**config.mk**
```make
export PLATFORM = sky130hd
export DESIGN_NAME = imu_attitude_frame_parser_unit
export DESIGN_NICKNAME = d
export VERILOG_FILES = /design/src/rtl/iafp_pkg.sv /design/src/rtl/iafp_front.sv /design/src/rtl/iafp_queue.sv /design/src/rtl/iafp_back.sv /design/src/rtl/imu_attitude_frame_parser_unit.sv
export VERILOG_INCLUDE_DIRS = /design/src /design/src/rtl
export SDC_FILE = /design/constraint.sdc
export NUM_CORES = 1
export LEC_CHECK = 0
export BUFFER_PORTS_ARGS = -buffer_cell sky130_fd_sc_hd__clkbuf_2
export CAP_MARGIN = 5
export CORE_ASPECT_RATIO = 2
export CORE_MARGIN = 4
export CORE_UTILIZATION = 54
export DETAILED_ROUTE_END_ITERATION = 10
export PLACE_DENSITY = 0.84
export SLEW_MARGIN = 40
export SYNTH_ARGS = -nofsm -noshare
export SYNTH_HDL_FRONTEND = slang
export SYNTH_HIERARCHICAL = 1
export SYNTH_SLANG_ARGS = --single-unit
```
**constraint.sdc**
```tcl
create_clock -name clk -period 6 [get_ports clk]
set_clock_uncertainty 0.1 [all_clocks]
set_input_delay 0.6 -clock clk [delete_from_list [all_inputs] [get_ports clk]]
set_output_delay 0.6 -clock clk [all_outputs]
set_load 0.03 [all_outputs]
```
**src/rtl/assert_macros.svh**
```systemverilog
// Assertion macros shared by the parser RTL.
`ifndef ASSERT_MACROS_SVH
`define ASSERT_MACROS_SVH

// Checks a property on every rising edge of clk while rst_n is high.
`define IAFP_ASSERT(lbl, prop, msg) \
  lbl: assert property (@(posedge clk) disable iff (!rst_n) (prop)) else $error(msg);

// Checks that a condition never holds on any rising edge of clk while rst_n is high.
`define IAFP_NEVER(lbl, cond, msg) \
  `IAFP_ASSERT(lbl, !(cond), msg)

`endif

```
**src/rtl/iafp_pkg.sv**
```systemverilog
// Types and constants shared by the attitude frame parser modules.
package iafp_pkg;

  typedef logic [7:0] byte_t;
  typedef logic [3:0] fill_t;

  // A frame is twelve bytes long. The checksum covers bytes two to ten.
  localparam int unsigned WIN_LEN  = 12;
  localparam int unsigned SUM_END  = 11;
  localparam fill_t       FILL_LAST = fill_t'(WIN_LEN - 1);

  localparam byte_t HDR0     = 8'hAA;
  localparam byte_t HDR1     = 8'h55;
  localparam byte_t LEN_CODE = 8'h06;

  localparam int unsigned HDR0_OFS = 0;
  localparam int unsigned HDR1_OFS = 1;
  localparam int unsigned LEN_OFS  = 4;
  localparam int unsigned YAW_OFS  = 5;
  localparam int unsigned PIT_OFS  = 7;
  localparam int unsigned ROL_OFS  = 9;

  typedef struct packed {
    logic [15:0]        yaw;
    logic signed [15:0] pitch;
    logic signed [15:0] roll;
  } frame_t;

  typedef struct packed {
    logic full;
    logic empty;
  } q_stat_t;

endpackage

```
**src/rtl/iafp_front.sv**
```systemverilog
// Front part: byte window, frame check and push of decoded angles.
`include "assert_macros.svh"

module iafp_front (
  input  logic             clk,
  input  logic             rst_n,
  input  logic             in_valid,
  output logic             in_stall,
  input  iafp_pkg::byte_t  in_rx_byte,
  input  iafp_pkg::q_stat_t q_stat,
  output logic             push,
  output iafp_pkg::frame_t push_frame
);
  import iafp_pkg::*;

  byte_t win_r [WIN_LEN];
  byte_t cand  [WIN_LEN];
  fill_t fill_r;
  fill_t fill_nxt;
  logic  acc;
  logic  hit;
  byte_t sum_a, sum_b, sum_c, sum_d, sum_ab, sum_cd, sum_all;

  assign in_stall = q_stat.full;
  assign acc      = in_valid && !q_stat.full;

  // The window as it stands once the incoming byte has shifted in.
  always_comb begin
    for (int k = 0; k < WIN_LEN - 1; k++) begin
      cand[k] = win_r[k + 1];
    end
    cand[WIN_LEN - 1] = in_rx_byte;
  end

  // Modulo-256 sum of bytes two to ten as a shallow tree.
  always_comb begin
    sum_a   = byte_t'(cand[2] + cand[3]);
    sum_b   = byte_t'(cand[4] + cand[5]);
    sum_c   = byte_t'(cand[6] + cand[7]);
    sum_d   = byte_t'(cand[8] + cand[9]);
    sum_ab  = byte_t'(sum_a + sum_b);
    sum_cd  = byte_t'(sum_c + sum_d);
    sum_all = byte_t'(sum_ab + sum_cd + cand[10]);
  end

  assign hit = acc && (fill_r == FILL_LAST)
            && (cand[HDR0_OFS] == HDR0) && (cand[HDR1_OFS] == HDR1)
            && (cand[LEN_OFS] == LEN_CODE) && (sum_all == cand[SUM_END]);

  always_comb begin
    fill_nxt = fill_r;
    if (acc) begin
      priority if (hit) begin
        fill_nxt = '0;
      end else if (fill_r == FILL_LAST) begin
        fill_nxt = FILL_LAST;
      end else begin
        fill_nxt = fill_t'(fill_r + 1'b1);
      end
    end
  end

  always_ff @(posedge clk) begin
    if (!rst_n) begin
      fill_r <= '0;
    end else begin
      fill_r <= fill_nxt;
    end
  end

  always_ff @(posedge clk) begin
    if (acc) begin
      for (int k = 0; k < WIN_LEN; k++) begin
        win_r[k] <= cand[k];
      end
    end
  end

  assign push             = hit;
  assign push_frame.yaw   = {cand[YAW_OFS + 1], cand[YAW_OFS]};
  assign push_frame.pitch = {cand[PIT_OFS + 1], cand[PIT_OFS]};
  assign push_frame.roll  = {cand[ROL_OFS + 1], cand[ROL_OFS]};

  `IAFP_NEVER(a_fill_max, fill_r > FILL_LAST, "window fill beyond eleven")
  `IAFP_ASSERT(a_hit_empties, hit |=> fill_r == '0, "window not emptied after a frame")
  `IAFP_ASSERT(a_miss_slides, acc && !hit && (fill_r == FILL_LAST) |=> fill_r == FILL_LAST,
               "window did not slide by one after a miss")

endmodule

```
**src/rtl/iafp_queue.sv**
```systemverilog
// Short queue of decoded frames between the front and back parts.
`include "assert_macros.svh"

module iafp_queue #(
  parameter int unsigned DEPTH = 2
) (
  input  logic              clk,
  input  logic              rst_n,
  input  logic              push,
  input  iafp_pkg::frame_t  push_frame,
  input  logic              pop,
  output iafp_pkg::frame_t  head_frame,
  output iafp_pkg::q_stat_t q_stat
);
  import iafp_pkg::*;

  localparam int unsigned PW = (DEPTH > 1) ? $clog2(DEPTH) : 1;
  localparam int unsigned CW = $clog2(DEPTH + 1);
  localparam logic [PW-1:0] PTR_LAST = PW'(DEPTH - 1);
  localparam logic [CW-1:0] CNT_FULL = CW'(DEPTH);

  frame_t        slot_r [DEPTH];
  logic [PW-1:0] wr_ptr_r, wr_ptr_nxt;
  logic [PW-1:0] rd_ptr_r, rd_ptr_nxt;
  logic [CW-1:0] cnt_r, cnt_nxt;

  assign q_stat.full  = (cnt_r == CNT_FULL);
  assign q_stat.empty = (cnt_r == '0);
  assign head_frame   = slot_r[rd_ptr_r];

  always_comb begin
    wr_ptr_nxt = wr_ptr_r;
    rd_ptr_nxt = rd_ptr_r;
    cnt_nxt    = cnt_r;
    if (push) begin
      wr_ptr_nxt = (wr_ptr_r == PTR_LAST) ? '0 : PW'(wr_ptr_r + 1'b1);
    end
    if (pop) begin
      rd_ptr_nxt = (rd_ptr_r == PTR_LAST) ? '0 : PW'(rd_ptr_r + 1'b1);
    end
    unique case ({push, pop})
      2'b10:   cnt_nxt = CW'(cnt_r + 1'b1);
      2'b01:   cnt_nxt = CW'(cnt_r - 1'b1);
      default: cnt_nxt = cnt_r;
    endcase
  end

  always_ff @(posedge clk) begin
    if (!rst_n) begin
      wr_ptr_r <= '0;
      rd_ptr_r <= '0;
      cnt_r    <= '0;
    end else begin
      wr_ptr_r <= wr_ptr_nxt;
      rd_ptr_r <= rd_ptr_nxt;
      cnt_r    <= cnt_nxt;
    end
  end

  always_ff @(posedge clk) begin
    if (push) begin
      slot_r[wr_ptr_r] <= push_frame;
    end
  end

  `IAFP_NEVER(a_q_count, cnt_r > CNT_FULL, "queue count beyond its depth")
  `IAFP_NEVER(a_q_overrun, push && q_stat.full, "push into a full queue")
  `IAFP_NEVER(a_q_underrun, pop && q_stat.empty, "pop from an empty queue")
  `IAFP_ASSERT(a_q_hold, !push && !pop |=> cnt_r == $past(cnt_r),
               "queue count moved without a push or pop")

endmodule

```
**src/rtl/iafp_back.sv**
```systemverilog
// Back part: frame counter and registered result stage.
module iafp_back (
  input  logic              clk,
  input  logic              rst_n,
  input  iafp_pkg::q_stat_t q_stat,
  input  iafp_pkg::frame_t  head_frame,
  output logic              pop,
  output logic              out_valid,
  input  logic              out_stall,
  output logic [15:0]       out_yaw_centideg,
  output logic signed [15:0] out_pitch_centideg,
  output logic signed [15:0] out_roll_centideg,
  output logic [31:0]       out_frames_seen
);
  import iafp_pkg::*;

  logic        valid_r, valid_nxt;
  logic [31:0] count_r, count_nxt;
  frame_t      frame_r;

  // The result register reloads when a frame waits and it is empty or its beat is taken.
  assign pop = !q_stat.empty && (!valid_r || !out_stall);

  always_comb begin
    valid_nxt = valid_r;
    count_nxt = count_r;
    if (pop) begin
      valid_nxt = 1'b1;
      count_nxt = count_r + 32'd1;
    end else if (!out_stall) begin
      valid_nxt = 1'b0;
    end
  end

  always_ff @(posedge clk) begin
    if (!rst_n) begin
      valid_r <= 1'b0;
      count_r <= '0;
    end else begin
      valid_r <= valid_nxt;
      count_r <= count_nxt;
    end
  end

  always_ff @(posedge clk) begin
    if (pop) begin
      frame_r <= head_frame;
    end
  end

  assign out_valid          = valid_r;
  assign out_yaw_centideg   = frame_r.yaw;
  assign out_pitch_centideg = frame_r.pitch;
  assign out_roll_centideg  = frame_r.roll;
  assign out_frames_seen    = count_r;

endmodule

```
**src/rtl/imu_attitude_frame_parser_unit.sv**
```systemverilog
// Top level of the attitude frame parser: front part, frame queue and back part.

// This block hunts for twelve-byte attitude frames in a stream of received
// serial bytes, one byte per input beat. A frame starts with the header bytes
// 0xAA 0x55, carries the length code 0x06 at offset four, and ends in a byte
// that equals the modulo-256 sum of bytes two to ten. When the most recent
// twelve bytes since the last frame form such a frame, one result beat is
// produced with yaw (unsigned), pitch and roll (two's complement), each taken
// little-endian in hundredths of a degree, together with a 32-bit count of
// frames passed to the output so far, which wraps. The window then starts
// empty; a miss simply slides it along by one byte. The block takes one byte
// every clock cycle while the queue is not full: the frame check, a small
// adder tree over nine bytes plus a few compares, completes in the cycle in
// which the closing byte is accepted, and the decoded frame is pushed into a
// short queue at that same edge. The back part moves the head of the queue
// into the output register when the queue holds a frame and the register is
// empty or its beat is taken. The input is stalled only while the queue is
// full, which happens only once QUEUE_DEPTH decoded frames have piled up
// behind a result that the output side holds off; QUEUE_DEPTH sets how many
// decoded frames may wait.
`include "assert_macros.svh"

module imu_attitude_frame_parser_unit #(
  parameter int unsigned QUEUE_DEPTH = 2
) (
  input  logic               clk,
  input  logic               rst_n,
  input  logic               in_valid,
  output logic               in_stall,
  input  logic [7:0]         in_rx_byte,
  output logic               out_valid,
  input  logic               out_stall,
  output logic [15:0]        out_yaw_centideg,
  output logic signed [15:0] out_pitch_centideg,
  output logic signed [15:0] out_roll_centideg,
  output logic [31:0]        out_frames_seen
);
  import iafp_pkg::*;

  // Queue status travels to both parts as one struct.
  q_stat_t q_stat;
  logic    push;
  logic    pop;
  frame_t  push_frame;
  frame_t  head_frame;

  // Front part: keeps the byte window and decides, beat by beat, whether the
  // window now holds a good frame.
  iafp_front u_front (
    .clk        (clk),
    .rst_n      (rst_n),
    .in_valid   (in_valid),
    .in_stall   (in_stall),
    .in_rx_byte (in_rx_byte),
    .q_stat     (q_stat),
    .push       (push),
    .push_frame (push_frame)
  );

  // Decoded frames wait here so that a stalled output does not at once stop
  // the byte stream.
  iafp_queue #(
    .DEPTH (QUEUE_DEPTH)
  ) u_queue (
    .clk        (clk),
    .rst_n      (rst_n),
    .push       (push),
    .push_frame (push_frame),
    .pop        (pop),
    .head_frame (head_frame),
    .q_stat     (q_stat)
  );

  // Back part: counts frames and holds the result beat until it is taken.
  iafp_back u_back (
    .clk                (clk),
    .rst_n              (rst_n),
    .q_stat             (q_stat),
    .head_frame         (head_frame),
    .pop                (pop),
    .out_valid          (out_valid),
    .out_stall          (out_stall),
    .out_yaw_centideg   (out_yaw_centideg),
    .out_pitch_centideg (out_pitch_centideg),
    .out_roll_centideg  (out_roll_centideg),
    .out_frames_seen    (out_frames_seen)
  );

  // A frame found on an accepted byte must be waiting or on show next cycle.
  `IAFP_ASSERT(a_frame_kept, push |=> out_valid || !q_stat.empty,
               "found frame was lost")
  // The frame count moves by exactly one with each new result beat.
  `IAFP_ASSERT(a_count_step, pop |=> out_frames_seen == $past(out_frames_seen) + 32'd1,
               "frame count did not advance by one")
  // With no new result loaded, a result on show keeps its count.
  `IAFP_ASSERT(a_count_hold, !pop |=> out_frames_seen == $past(out_frames_seen),
               "frame count changed without a new result")

endmodule
```
## Word-level counts from Yosys, hierarchy flattened

Memory sizes are Yosys's and may differ from the RTL's. A register that Yosys moved wholly into a read port is not among the register bits.
Index checks and enable logic that the tools add are counted.

| cells by class | value |
|---|---|
| multiplexer cells | 11 |
| eq/ne operators | 9 |
| reductions and logical operators | 14 |
| add/subtract/negate cells | 14 |

Operators by type and width:

| operator | number |
|---|---|
| 8-bit adder | 8 |
| 32-bit by 1-bit adder with 32-bit output, second input constant | 1 |
| 8-bit by 3-bit equality test with 1-bit output, second input constant | 1 |
| 8-bit by 7-bit equality test with 1-bit output, second input constant | 1 |
| 8-bit equality test | 1 |
| 8-bit equality test, second input constant | 1 |
| 1-bit 2-to-1 mux | 8 |
| 4-bit 2-to-1 mux | 2 |
| 1-bit logical AND | 7 |
| 4-bit by 1-bit adder with 4-bit output, second input constant | 1 |
| 2-bit equality test, second input constant | 2 |
| 4-bit equality test, second input constant | 1 |
| 1-bit logical NOT | 4 |
| 2-bit case mux with 2 select lines | 1 |
| 1-bit adder, second input constant | 2 |
| 2-bit by 1-bit adder with 2-bit output, second input constant | 1 |
| 2-bit by 1-bit equality test with 1-bit output, second input constant | 1 |
| 2-bit logical NOT | 1 |
| 2-bit by 1-bit inequality test with 1-bit output, second input constant | 1 |
| 2-bit nonzero test | 1 |
| 2-bit by 1-bit subtractor with 2-bit output, second input constant | 1 |
| 1-bit logical OR | 1 |

| storage, ports and cells | value |
|---|---|
| flip-flop bits (word level) | 41 |
| memories | 2 |
| RAM bits | 192 |

Memories:

| memory | depth | bits a word | rd ports | clocked after Yosys merged registers in | wr ports | line | text |
|---|---|---|---|---|---|---|---|
| u_front.win_r | 12 | 8 | 11 | 0 | 12 | iafp_front.sv:16 | `byte_t win_r [WIN_LEN];` |
| u_queue.slot_r | 2 | 48 | 1 | 1 | 1 | iafp_queue.sv:22 | `frame_t slot_r [DEPTH];` |

## Depth between registers and ports, before layout

Gate-level depths: netlist of run 1.

| logic depth | value |
|---|---|
| word-level depth | 10 |
| gate-level depth with buffers | 21 |

## By module

The synthesis of run 1 kept the hierarchy.

By module, submodules not included:

| module | times used | area an instance (um^2) | cells an instance |
|---|---|---|---|
| iafp_front | 1 | 4958.5 | 330 |
| iafp_queue | 1 | 3669.8 | 171 |
| iafp_back | 1 | 3032.9 | 236 |

## Worst setup path after synthesis of run 1

No wires, ideal clock.

| path | value |
|---|---|
| kind | reg-to-reg |
| start point | memory u_front/win_r[2][18] (netlist name) |
| end point | memory u_queue/slot_r[0][0] (netlist name), enable pin |
| arrival | 5.922 ns |
| path buffers | 0 |
| required time | 5.445 ns |
| clock period less this slack | 6.477 ns |
| cell stages (with the launch flop) | 16 |
| slack | -0.477 ns |
| setup time | 0.455 ns |
| path through | edfxtp_1 > fa_1 > inv_1 > fa_1 > fa_1 > fa_1 > inv_1 > ha_1 > inv_1 > fa_1 > xor2_1 > and4_1 > nand4_1 > nor2_1 > inv_1 > nor2_1 |

RTL lines:

| element | line |
|---|---|
| start, declared | iafp_front.sv:16 |
| end, declared | iafp_queue.sv:22 |

==> results of run 1 <==
==> sequential cells by signal, summed over array words and instances (netlist names), named ones only <==
name                       flops
u_back/out_valid               1
u_queue/wr_ptr_r               1
u_front/fill_r                 4
u_back/out_frames_seen        32
u_front/win_r                 88
u_back/out_yaw_centideg       16
u_queue/cnt_r                  2
u_back/out_pitch_centideg     16
u_queue/slot_r                96
u_queue/rd_ptr_r               1
u_back/out_roll_centideg      16
==> synth_stat cells, drive strengths merged, types with 4 or more instances <==
library cell and number:
o41ai 5, or4 12, and3 4, o21ai 9
ha 11, or3 10, dfxtp 42, nand3 15
nor2 16, nand2 20, nor4 5, mux2 48
nor4bb 7, a21oi 27, and2 8, xnor2 24
edfxtp 232, nand4 18, inv 59, clkbuf 7
nor2b 4, xor2 13, o31ai 10, fa 45
buf 57, and4 5
==> cell families (layout without fill, tap and decap cells) <==
kind of cell / Yosys count / count (layout) / synth area share, %
adder cells (fa/ha/maj): 56 / 56 / 8.906
buffers and inverters: 123 / 199 / 5.665
AND/OR/NAND/NOR: 137 / 137 / 7.264
multiplexers: 50 / 50 / 4.807
XOR/XNOR: 38 / 38 / 3.036
AO/OA/AOI/OAI: 59 / 59 / 3.369
flip-flops: 274 / 274 / 66.95
==> layer usage <==
| layer | part of all wire, % | wire [um] |
|---|---|---|
| met3 | 4.4 | 915 |
| met1 | 36 | 7632 |
| met5 | 0 | 0 |
| met4 | 2.7 | 556 |
| met2 | 56 | 11820 |
==> critical path: stages, from the launching register on <==
cell and delay [ps]:
edfxtp_1 470, fa_1 570, inv_1 60, fa_1 510
fa_1 530, fa_1 550, inv_1 40, ha_1 200
inv_1 70, fa_1 410, xor2_1 130, and4_1 250
nand4_1 100, nor2_1 160, inv_1 110, ha_1 340
or3_1 380, a21boi_1 170
==> cell type report <==
cell class	count	area [um^2]	share of cell area, %
timing repair buffer	98	544.3	4.242
inverter	59	222.7	1.736
multi-input combinational	340	3213	25.04
clock inverter	14	108.9	0.8484
clock buffer	28	594.3	4.632
tap	269	336.6	2.623
sequential	274	7811	60.88
==> power groups by stage <==
stage	sequential (W)	combinational (W)	clock, W
2_1_floorplan	0.00247	0.00134	0
3_3_place_gp	0.00240	0.00170	0
3_5_place_dp	0.00241	0.00176	0
4_1_cts	0.00237	0.00178	0.00145
5_1_grt	0.00239	0.00198	0.00153
6_report	0.00237	0.00177	0.00142
==> final timing paths <==
| path | endpoint | cells after the start | slack (ps) |
|---|---|---|---|
| setup reg to reg | u_queue/cnt_r[1] | 17 | 760 |
| hold reg to reg | u_front/win_r[0][16] | 0 | 380 |
| setup / recovery | u_queue/cnt_r[1] | 17 | 760 |
| hold / removal | u_front/win_r[2][28] | 1 | 190 |
==> metrics by stage <==
step | power [W] | util [%] | hold WS (ps) | setup WS [ps] | cell area [um^2]
6_report | 0.005553 | 60.77 | 194.3 | 761.2 | 12830
5_1_grt | 0.005898 | 60.77 | 185.8 | 490.7 | 12830
4_1_cts | 0.005608 | 60.68 | 180.8 | 739.9 | 12810
3_5_place_dp | 0.004177 | 57.35 | 361.5 | 888.4 | 12110
3_3_place_gp | 0.004109 | 57.32 | 355.9 | 950.1 | 12100
2_1_floorplan | 0.003807 | - | 332.0 | 339.3 | 11660
==> impl_metrics.json, run 1 <==
{
  "max_cap_violations": 0,
  "cp.required_ps": 6350,
  "hold_violations": 0,
  "port_buffers": 93,
  "synth_area_leader_cell": "edfxtp_1",
  "hpwl_mm": 14.08,
  "synth_ff_type": "edfxtp_1",
  "fin_crit_sh_pct": 87.31,
  "slew_violations": 0,
  "powerDensity_mw_per_mm2": 432.8,
  "synth_top_area_share_pct": 59.74,
  "syn_inst": 737,
  "setup_violations": 0,
  "layout_commonest_cell": "edfxtp_1",
  "wl_per_cell_um": 19.34,
  "final_cells": 1082,
  "ir_drop_mv": 0.2994,
  "netlist-cell-type-count": 51,
  "slew_headroom_pct": 44.68,
  "vias": 6026,
  "synth_edf_count": 232,
  "async_flop_share_pct": 0,
  "cellInternalPower_w": 0.003783,
  "synth-seq-area-share_pct": 66.95,
  "viasPerCell": 5.569,
  "overflow": 0,
  "die-area_mm2": 0.02415,
  "synth_area_mm2": 0.01166,
  "cts_max_level": 1,
  "crit_fanout": 4,
  "synth_fp_nets": 805,
  "p_comb_share_pct": 31.8,
  "wl_mm": 20.93,
  "yosys_warnings": 6,
  "use_met3_pct": 2.326,
  "grt_max_degree": 91,
  "min-delay-start": "in_rx_byte[4]",
  "swShare_pct": 31.88,
  "post_cts_buffers": 0,
  "numCtsBuffers": 23,
  "p_switching_w": 0.001770,
  "nFillCells": 1532,
  "r2r_start": "u_front/win_r[2][18]",
  "top_usage_layer": "met2",
  "core_area_mm2": 0.02111,
  "max_freq_mhz": 190.9,
  "cts_tree": "done",
  "seq_power_share_pct": 42.7,
  "antenna_found_initial": 0,
  "diodes": 0,
  "clkPwrFrac_pct": 25.5,
  "synth-seq-cells": 274,
  "start_util_pct": 55.23,
  "cts.sinks": 274,
  "syn-mean-instance-area_um2": 15.82,
  "use_met1_pct": 20.33,
  "ios": 94,
  "dr.first_iter.drc_count": 572,
  "cts_resized": 0,
  "met2_usage_pct": 32.61,
  "drtPass1Iterations": 5,
  "globalRouteTotalUtil_pct": 17.60,
  "worst-setup-path-type": "reg2reg",
  "syn2layout_area_growth_pct": 10.03,
  "tightestPinTransition_ps": 829.9,
  "rsz0062_at_grt": "no",
  "clk_latency_ps": 520,
  "grt_pass1_vias": 6315,
  "drc": 0,
  "grt_pass1_wl_mm": 33.58,
  "outcome": "completed",
  "die_w_um": 111.9,
  "fp.dieH_um": 215.8,
  "dp.cells": 1039,
  "row_count": 75,
  "cts-root-buf": "clkbuf_16",
  "leakage_nw": 4.586,
  "final_cell_mix": "edfxtp_1, clkbuf_2, inv_1",
  "endpoint_kind": "register",
  "ant_nets": 0,
  "startpoint_type": "register",
  "cts_hold_buffers": 0,
  "gp_congestion": 0.8701,
  "clockBufferDepth": 3,
  "crit_start": "u_front/win_r[2][18]",
  "final_layout_size_suffix_gt1_share_pct": 23.86,
  "final.min_clock_period_ps": 5239,
  "crit_arrival_ps": 5590,
  "fin_nets": 864,
  "holdCritPathClass": "in2reg",
  "synthTopCellsByArea": "edfxtp_1, fa_1, dfxtp_1",
  "fin_tns_setup_ps": 0,
  "cts.clk_slew.worst_paths_ps": 70
}
No activity file was read; power rests on OpenSTA's default activity.
==> inputs of run 2 (changes only) <==
--- a/config.mk
+++ b/config.mk
@@ -6,6 +6,7 @@
 export SDC_FILE = /design/constraint.sdc
 export NUM_CORES = 1
 export LEC_CHECK = 0
+export ABC_AREA = 1
 export BUFFER_PORTS_ARGS = -buffer_cell sky130_fd_sc_hd__clkbuf_2
 export CAP_MARGIN = 5
 export CORE_ASPECT_RATIO = 2
==> run 2 against run 1 <==
  * Final cell count is 21% higher
  * Via count grew 16%
  * Sequential power up 10%
  * Sequential share of layout area down 2.6 points
  * Total power up 36%
==> impl_metrics.json, run 2 <==
{
  "outcome": "completed",
  "hpwl_mm": 16.47,
  "cpMostUsedCell": "inv_1",
  "fin_nets": 1087,
  "row_count": 77,
  "worst-setup-path-type": "reg2reg",
  "worstRegToRegCells": 23,
  "use_met3_pct": 2.025,
  "start_util_pct": 55.01,
  "syn_inst": 951,
  "hold-path-endpoint": "u_front/win_r[2][31]",
  "cts_tree": "done",
  "holdCritPathClass": "in2reg",
  "crit_arrival_ps": 5690,
  "synth_fp_nets": 1019,
  "rsz0062_at_grt": "no",
  "slew_violations": 0,
  "final_layout_size_suffix_gt1_share_pct": 20.29,
  "met2_usage_pct": 35.88,
  "syn-mean-instance-area_um2": 12.82,
  "startpoint_type": "register",
  "cts_max_level": 1,
  "synth_area_mm2": 0.01219,
  "cts.sinks": 274,
  "synth_most_common_cell": "edfxtp_1",
  "syn2layout_area_growth_pct": 10.02,
  "slew_headroom_pct": 45.54,
  "regMostFlops": "u_queue/slot_r",
  "top_usage_layer": "met2",
  "synth_top_family_by_area": "simple AND/OR/NAND/NOR gates",
  "cts.clk_slew.worst_paths_ps": 70,
  "synth_area_leader_cell": "edfxtp_1",
  "hold_violations": 0,
  "synth-adder-area-share_pct": 8.520,
  "cts-root-buf": "clkbuf_16",
  "leakage_nw": 5.246,
  "ant_nets": 0,
  "grt_pass1_wl_mm": 37.26,
  "dr.first_iter.drc_count": 563,
  "die-area_mm2": 0.02519,
  "synth-seq-cells": 274,
  "yosys.area_share.simple_pct": 11.38,
  "r2r-end": "u_queue/cnt_r[1]",
  "wl_mm": 23.57,
  "port_buffers": 93,
  "synth_compound_area_share_pct": 2.053,
  "cp_cell_sequence": "fa_1, inv_1, fa_1, fa_1, fa_1, inv_1, ha_1, inv_1, fa_1, xor2_1, nand3_1, nor2_1, nand4_1, nor2_1, nand3_2, inv_1, inv_1, ha_1, inv_1, nand2_1, nor2_1, nor2_1, nor2_1",
  "ios": 94,
  "r2r_start": "u_front/win_r[2][26]",
  "async_flop_share_pct": 0,
  "yosys_warnings": 6,
  "cp_slowest_stage_delay_ps": 590,
  "crit_fanout": 4,
  "largest_reg_flops": 96,
  "clk_latency_ps": 520,
  "design_area_mm2": 0.01341,
  "cts_resized": 0,
  "placed_cell_area_mm2": 0.01266,
  "clockBufferDepth": 3,
  "fin_tns_setup_ps": 0,
  "vias": 6983,
  "max_cap_violations": 0,
  "layout_commonest_cell": "edfxtp_1",
  "setup_violations": 0,
  "overflow": 0,
  "synth-seq-area-share_pct": 64.05,
  "diodes": 0,
  "tightestPinTransition_ps": 816.9,
  "ir_drop_mv": 0.7194,
  "synth_edf_count": 232,
  "cp.required_ps": 6340,
  "gp_congestion": 0.9969,
  "globalRouteTotalUtil_pct": 19.16,
  "endpoint_kind": "register",
  "max_freq_mhz": 187.2,
  "numCtsBuffers": 23,
  "synthTopCellsByArea": "edfxtp_1, fa_1, dfxtp_1",
  "die_w_um": 114.2,
  "wl_per_cell_um": 17.98,
  "fin_crit_sh_pct": 89.04,
  "synthMuxAreaShare_pct": 5.050,
  "rrSetupSlack_ps": 660,
  "post_cts_buffers": 0,
  "drtPass1Iterations": 5,
  "powerDensity_mw_per_mm2": 562.6,
  "final.min_clock_period_ps": 5343,
  "grt_pass1_vias": 7187,
  "drc": 0,
  "core_area_mm2": 0.02216,
  "synthXorXnorAreaFrac_pct": 1.129,
  "antenna_found_initial": 0,
  "viasPerCell": 5.326,
  "use_met1_pct": 21.24,
  "synth_top_area_share_pct": 57.15,
  "grt_max_degree": 64,
  "holdPathStages": 1,
  "cts_hold_buffers": 0,
  "fp.dieH_um": 220.5,
  "slowest_stage": "fa_1",
  "min-delay-start": "in_rx_byte[7]",
  "synth_common_cells": "edfxtp_1, nand2_1, inv_1",
  "synth_ff_type": "edfxtp_1",
  "netlist-cell-type-count": 36,
  "final_cell_mix": "edfxtp_1, nand2_1, inv_1"
}
run 2: final cells by class:
cell class                      count  area [um^2]
Clock buffer                       27        590.6
Clock inverter                     14        163.9
Fill cell                        1604         8748
Inverter                          141        529.3
Multi-Input combinational cell    480         3437
Sequential cell                   274         7809
Tap cell                          276        345.3
Timing Repair Buffer               99        535.5
run 2: how the worst max path moves through the flow:
stage	start	to	slack, ps	cells after the start
final	u_front/win_r[2][26]	u_queue/cnt_r[1]	660	23
after global routing	u_front/win_r[2][18]	u_queue/cnt_r[1]	300	23
after CTS	u_front/win_r[2][26]	u_queue/cnt_r[1]	670	23
after detailed placement	u_front/win_r[2][18]	u_queue/slot_r[0][40]	760	19
after global placement	u_front/win_r[2][18]	u_queue/cnt_r[1]	830	23
after floorplan	u_front/win_r[2][18]	u_queue/slot_r[0][0]	220	18
run 2: worst max-delay path: cells and delay by family, from the launching register on:
family                   cells  cell delay [ps]
buffers and inverters        6              490
flip-flops                   1              480
adder cells (fa/ha/maj)      7             3110
XOR/XNOR                     1              160
AND/OR/NAND/NOR              9              940
run 2: power breakdown:
group / internal (W) / switching, W
logic: 0.00130 / 0.00213
clock network: 0.000843 / 0.000660
registers: 0.00243 / 0.000176
total: 0.00458 / 0.00297
run 2: metal layers:
metal | vias up | part of all wire (%)
met3 | 61 | 4.8
met1 | 3404 | 34
li1 | 3246 | -
met2 | 272 | 56
met5 | - | 0
met4 | 0 | 4.5
run 2: cell families after synthesis:
family / count (synthesis)
buf+inv: 197
flops: 274
simple gates: 316
fa+ha+maj: 56
compound gates: 46
xor+xnor: 14
mux: 48
run 2: per-stage QoR:
step / total power, W / hold WS (ps) / util [%] / cells / setup slack [ps]
6_report: 0.007545 / 183.4 / 60.52 / 1311 / 657.4
5_1_grt: 0.008088 / 170.8 / 60.52 / 1311 / 298.3
4_1_cts: 0.007619 / 165.3 / 60.52 / 1311 / 667.4
3_5_place_dp: 0.006084 / 335.6 / 57.11 / 1270 / 760.5
3_3_place_gp: 0.005959 / 327.8 / 57.11 / 1270 / 834.2
2_1_floorplan: 0.005343 / 326.4 / - / 951 / 219.1
